<file path="src/hw/rtl/gdr_pkg.sv">
// Shared types and constants of the grid DDA raycaster.
`default_nettype none
package gdr_pkg;

  // command codes on the input port
  localparam logic [2:0] CMD_WRITE = 3'd0;
  localparam logic [2:0] CMD_CAST  = 3'd1;
  localparam logic [2:0] CMD_FWD   = 3'd2;
  localparam logic [2:0] CMD_BACK  = 3'd3;
  localparam logic [2:0] CMD_ROTR  = 3'd4;
  localparam logic [2:0] CMD_ROTL  = 3'd5;

  // configuration register indexes
  localparam logic [1:0] CFG_MOVE_STEP = 2'd0;
  localparam logic [1:0] CFG_ROT_COS   = 2'd1;
  localparam logic [1:0] CFG_ROT_SIN   = 2'd2;

  localparam int DIV_W = 40;

  typedef enum logic [1:0] {
    OP_WRITE,
    OP_CAST,
    OP_MOVE,
    OP_ROT
  } op_e;

  // classified command; neg = move back / turn right
  typedef struct packed {
    op_e         op;
    logic        neg;
    logic [4:0]  cx;
    logic [4:0]  cy;
    logic [2:0]  val;
    logic [10:0] col;
  } item_t;

  typedef struct packed {
    logic        ready;
    logic        clearing;
  } back_stat_t;

  typedef struct packed {
    logic [10:0]        move_step;
    logic signed [15:0] rot_cos;
    logic signed [15:0] rot_sin;
  } cfg_t;

endpackage
`default_nettype wire

</file>
<file path="src/hw/rtl/gdr_front.sv">
// Front end: takes commands, classifies them and queues them for the back end.
`default_nettype none
module gdr_front
  import gdr_pkg::*;
#(
  parameter int MAP_SIZE = 32
) (
  input  wire logic        clk_i,
  input  wire logic        rst_ni,
  input  wire logic        start_i,
  output logic             busy_o,
  input  wire logic [2:0]  cmd_i,
  input  wire logic [4:0]  cell_x_i,
  input  wire logic [4:0]  cell_y_i,
  input  wire logic [2:0]  cell_value_i,
  input  wire logic [10:0] column_i,
  input  wire back_stat_t  stat_i,
  output logic             q_valid_o,
  output item_t            q_item_o
);
  logic [1:0] cnt_q, cnt_d;
  logic       wp_q, rp_q;
  item_t      slot_q [2];
  item_t      item;
  logic       keep, push, pop;

  always_comb begin
    item.op  = OP_CAST;
    item.neg = 1'b0;
    item.cx  = cell_x_i;
    item.cy  = cell_y_i;
    item.val = cell_value_i;
    item.col = column_i;
    keep     = 1'b1;
    case (cmd_i)
      CMD_WRITE: begin
        item.op = OP_WRITE;
        keep    = (32'(cell_x_i) < MAP_SIZE) && (32'(cell_y_i) < MAP_SIZE);
      end
      CMD_CAST: item.op = OP_CAST;
      CMD_FWD, CMD_BACK: begin
        item.op  = OP_MOVE;
        item.neg = (cmd_i == CMD_BACK);
      end
      CMD_ROTR, CMD_ROTL: begin
        item.op  = OP_ROT;
        item.neg = (cmd_i == CMD_ROTR);
      end
      default: keep = 1'b0;
    endcase
  end

  assign busy_o    = (cnt_q == 2'd2) || stat_i.clearing;
  assign push      = start_i && !busy_o && keep;
  assign pop       = stat_i.ready && (cnt_q != 2'd0);
  assign q_valid_o = (cnt_q != 2'd0);
  assign q_item_o  = slot_q[rp_q];

  always_comb begin
    cnt_d = cnt_q;
    if (push && !pop) cnt_d = cnt_q + 2'd1;
    if (!push && pop) cnt_d = cnt_q - 2'd1;
  end

  always_ff @(posedge clk_i or negedge rst_ni) begin
    if (!rst_ni) begin
      cnt_q <= '0;
      wp_q  <= 1'b0;
      rp_q  <= 1'b0;
    end else begin
      cnt_q <= cnt_d;
      if (push) wp_q <= !wp_q;
      if (pop)  rp_q <= !rp_q;
    end
  end

  always_ff @(posedge clk_i) begin
    if (push) slot_q[wp_q] <= item;
  end
endmodule
`default_nettype wire

</file>
<file path="config.mk">
export PLATFORM = sky130hd
export DESIGN_NAME = gdr_front
export DESIGN_NICKNAME = d
export VERILOG_FILES = /design/src/hw/rtl/gdr_pkg.sv /design/src/hw/rtl/gdr_front.sv
export SDC_FILE = /design/constraint.sdc
export NUM_CORES = 1
export LEC_CHECK = 0
export BUFFER_PORTS_ARGS = -buffer_cell sky130_fd_sc_hd__buf_2
export CORE_MARGIN = 2
export CORE_UTILIZATION = 45
export CTS_BUF_LIST = sky130_fd_sc_hd__clkbuf_2 sky130_fd_sc_hd__clkbuf_4 sky130_fd_sc_hd__clkbuf_8
export DETAILED_ROUTE_END_ITERATION = 12
export PLACE_DENSITY = 0.7
export SETUP_SLACK_MARGIN = 0.3
export SYNTH_ARGS = -nofsm -noshare
export SYNTH_HDL_FRONTEND = slang
export SYNTH_SLANG_ARGS = --single-unit
</file>
<file path="constraint.sdc">
create_clock -name clk_i -period 5.5 [get_ports clk_i]
set_input_delay 1.1 -clock clk_i [delete_from_list [all_inputs] [get_ports clk_i]]
set_output_delay 1.1 -clock clk_i [all_outputs]
set_load 0.05 [all_outputs]
</file>
Word level (Yosys, flattened, before mapping)
Memory sizes are Yosys's and may differ from the RTL's.
Index checks and enable logic that the tools add are counted.
{"block": "op_classes", "add_sub_neg": 2, "n_mul": 0, "div_mod_pow": 0, "n_lt_le_gt_ge": 0, "eq_ne": 6, "shifts": 0, "n_mux": 7, "n_bitwise": 0, "n_reduce_logical": 17}
{"cell": "$eq A3 B2 Y1 const B", "n": 2}
{"cell": "$eq A3 B3 Y1 const B", "n": 2}
{"cell": "$pmux W2 S3", "n": 1}
{"cell": "$reduce_or A6 Y1", "n": 1}
{"cell": "$logic_and A1 B1 Y1", "n": 5}
{"cell": "$logic_not A1 Y1", "n": 5}
{"cell": "$mux W2", "n": 2}
{"cell": "$reduce_bool A2 Y1", "n": 2}
{"cell": "$reduce_or A2 Y1", "n": 2}
{"cell": "$eq A3 B1 Y1 const B", "n": 1}
{"cell": "$logic_not A3 Y1", "n": 1}
{"cell": "$mux W1", "n": 3}
{"cell": "$add A2 B1 Y2 const B", "n": 1}
{"cell": "$eq A2 B2 Y1 const B", "n": 1}
{"cell": "$pmux W1 S2", "n": 1}
{"cell": "$sub A2 B1 Y2 const B", "n": 1}
{"cell": "$logic_or A1 B1 Y1", "n": 1}
{"block": "totals", "register_bits": 4, "latchBits": 0, "ram_bits": 54, "mem_bits_ro": 0, "in_bits": 32, "output_inout_bits": 29, "n_memories": 1}
{"name": "slot_q", "depth": 2, "word_bits": 27, "read_ports": 1, "rd_clocked_by_memory_dff": 0, "wr": 1, "line_no": "gdr_front.sv:23", "text": "item_t slot_q [2];"}

Depth between registers and ports, before layout
{"block": "logic_depth", "depth_word": 8, "ltp_mapped": 6, "depth_no_buf": 6}

Least setup slack after synthesis
No wires, ideal clock.
{"block": "synth_timing", "path_type": "input to register", "start": "input start_i", "end": "memory slot_q[0][0] (netlist name), enable pin", "setup_time_ps": 411, "t_arrival_ps": 2741, "required_ps": 5089, "setup_slack_ps": 2348, "cell_stages": 3, "path_buffers": 0, "path_cell_list": "a21bo_1 -> a211o_4 -> nor2_1"}
{"block": "synth_between", "elab_chain_cells": 4}
{"element": "start, declared", "line_no": "gdr_front.sv:10", "text": "input wire logic start_i,"}
{"element": "$logic_and A1 B1 Y1 (2 in a row)", "line_no": "gdr_front.sv:54", "text": "assign push = start_i && !busy_o && keep;"}
{"element": "$mux W1", "line_no": "gdr_front.sv:78", "text": "if (push) slot_q[wp_q] <= item;"}
{"element": "$mux W1 (not written as such)", "line_no": "gdr_front.sv:78"}
{"element": "end, declared", "line_no": "gdr_front.sv:23"}
Every way passes these cells.

==> impl_metrics.csv <==
group,metric,value,unit
detailed_routing,drt_iter0_drc,27,
synth,synth_seq_cells,58,
floorplanning,die_w,74.3,um
finish,layout_commonest_cell,"buf_2",
clocking,htreeDepth,3,
finish,diodes,0,
detailed_routing,routed_via_density,4.70,
floorplanning,core,0.00475,mm2
global_route,antenna_found_initial,0,
min_path,min_from,"wp_q$_DFFE_PN0N_",
global_route,grt_pass1_wl,5510,um
finish,drive_gt1_share,58.1,%
global_route,grt_max_degree,29,
clocking,cts_made_buffers,9,
place,place_area,0.00260,mm2
power_and_ir_drop,p_sw,0.000567,W
finish,nets,214,
power_and_ir_drop,worst_ir_drop_vdd,0.000297,V
detailed_routing,routed_wl,3800,um
synth,ys_seq_area_share,77.4,%
timing,worst_clock_skew,0.00295,ns
clocking,clockBufferDepth,2,
timing,finalSetupTns,0,ns
clocking,clk_pin_slew,0.06,ns
worst_setup_path,critical_path_class,"flop to output port",
power_and_ir_drop,clockPowerShare,24.1,%
detailed_routing,routedWlPerCell,15.0,um
worst_setup_path,crit_path_max_incr_delay,1.11,ns
worst_setup_path,rrSetupSlack,3.37,ns
worst_setup_path,cpMaxStageDelayCell,"dfrtp_1",
worst_setup_path,reg2reg_depth,4,
synth,syn-num-nets,144,
clocking,cts.sink_count,58,
power_and_ir_drop,swShare,37.9,%
worst_setup_path,rr_startpoint,"cnt_q[0]$_DFFE_PN0P_",
min_path,min_path_type,"flop to flop",
timing,fin_crit_sh,58.2,%
timing,relSlewSlack,22.4,%
min_path,hold_depth,1,
clocking,cts_resized,0,
timing,finalSetupViolations,0,
worst_setup_path,crit_fanout,28,
clocking,cts_tree,"done",
flow_run,max_cap_violations,0,
floorplanning,io_pins,61,
place,place_hpwl,2660,um
clocking,cts_setup_buffers,0,
detailed_routing,drtPass1Iterations,4,
synth,synth.avg_cell_area,20.0,um2
power_and_ir_drop,p_int,0.000928,W
place,port_buffers,60,
global_route,globalRouteTotalUtil,14.2,%
synth,synth_cell_types,19,
synth,syn_area,0.00222,mm2
floorplanning,num_rows,25,
global_route,first_global_vias,1173,
timing,rsz0062_at_grt,"no",
detailed_routing,postRouteAntennaNets,0,
worst_setup_path,cp.arrival,2.10,ns
finish,final_area,0.00278,mm2
worst_setup_path,cp-end-kind,"output port",
worst_setup_path,cp_cell_sequence,"mux2_2, buf_2",
synth,synth_cells,111,
finish,mostFrequentLayoutCells,"buf_2 (60), edfxtp_1 (54), mux2_2 (27), clkbuf_8 (9)",
timing,tightest_slew,1.16,ns
timing,slew_violations,0,
global_route,overflow,0,
min_path,min_to,"wp_q$_DFFE_PN0N_",
place,gp_congestion,0.737,
detailed_routing,drcViolationCount,0,
synth,ys.warnings.count,0,
floorplanning,die-area,0.00552,mm2
power_and_ir_drop,p_leak,1.08,nW
clocking,clock_latency,0.32,ns
clocking,cts_hold_buf,0,
worst_setup_path,worstPathRequired,4.40,ns
finish,area_growth,25.2,%
floorplanning,dieHeight,74.3,um
worst_setup_path,r2r_end,"slot_q[0][14]$_DFFE_PP_",
floorplanning,start_util,46.8,%
worst_setup_path,start_kind,"flop",
clocking,root_buffer,"clkbuf_8",
power_and_ir_drop,p_per_area,537,mW/mm2
timing,min_period,3.20,ns
timing,hold_viol_final,0,
power_and_ir_drop,pwr-share-comb,35.4,%
timing,fmax,312,MHz
status,status,"complete, no violations",
power_and_ir_drop,power.sequential.fraction,40.5,%
detailed_routing,vias,1189,
[Yosys cell counts (all sizes together)]
cell	instances	area, um2
xor2	3	26.3
nand2	2	7.51
dfrtp	4	100
inv	3	11.3
xnor2	3	33.8
a21bo	1	10.0
buf	3	27.5
edfxtp	54	1620
ha	1	12.5
o21ai	1	5.00
mux2	27	304
a21o	2	16.3
a211o	1	17.5
nor2	4	15.0
and2	1	8.76
or2	1	6.26
[cell type report]
type | count | area [um2]
inverters | 3 | 11.3
fillers | 374 | 1970
multi-input cells | 47 | 468
clock inverters | 5 | 45.0
repair buffers | 62 | 315
flip-flops and latches | 58 | 1720
well taps | 67 | 83.8
clock buffers | 11 | 139
[routing by layer]
metal	up-vias	GRT usage (%)	share of wire, %
li1	559	-	-
met1	568	17.1	43
met2	53	21.5	46
met3	9	6.10	8.6
met4	0	8.33	1.9
met5	-	0	0
[cells by family (layout without fill, tap and decap cells)]
group / after synthesis / count (layout) / synth area share [%]
simple gates: 8 / 8 / 1.69
flops: 58 / 58 / 77.4
buf+inv: 6 / 81 / 1.74
mux: 27 / 27 / 13.7
xor+xnor: 6 / 6 / 2.70
fa+ha+maj: 1 / 1 / 0.563
compound gates: 5 / 5 / 2.19
[through the flow]
step                      total power (W)  hold WS, ns  worst slack, ns  std cells  utilization, %
final                             0.00149        0.541             2.30        253            58.6
after detailed placement          0.00115        0.535             2.47        237            54.7
after floorplan                   0.00105        0.494             2.35        111               -
after global routing              0.00155        0.563             2.19        253            58.6
after CTS                         0.00151        0.546             2.24        253            58.6
after global placement            0.00114        0.516             2.55        237            54.7
[worst max path at each step]
stage | from | endpoint | depth (start not counted)
finish | rp_q$_DFFE_PN0P_ | q_item_o[8] | 2
global route | rp_q$_DFFE_PN0P_ | q_item_o[8] | 2
CTS | rp_q$_DFFE_PN0P_ | q_item_o[8] | 2
detailed placement | cmd_i[2] | slot_q[0][19]$_DFFE_PP_ | 5
global placement | cmd_i[2] | slot_q[0][23]$_DFFE_PP_ | 5
floorplan | start_i | slot_q[0][0]$_DFFE_PP_ | 3
[critical path, delay by kind of cell, from the launching register on]
kind	cells	cell delay [ns]
flops	1	1.11
mux	1	0.44
buf+inv	1	0.22
[power by group through the flow]
stage               Combinational [W]  Clock, W  Sequential (W)
finish                       0.000529  0.000360        0.000606
global route                 0.000553  0.000385        0.000615
CTS                          0.000533  0.000371        0.000609
detailed placement           0.000530         0        0.000617
global placement             0.000525         0        0.000611
floorplan                    0.000475         0        0.000570
[state kept, by name, indices dropped and copies added (netlist names)]
name,count
wp_q,1
cnt_q,2
slot_q,54
rp_q,1
(Power assumes the default switching activity.)
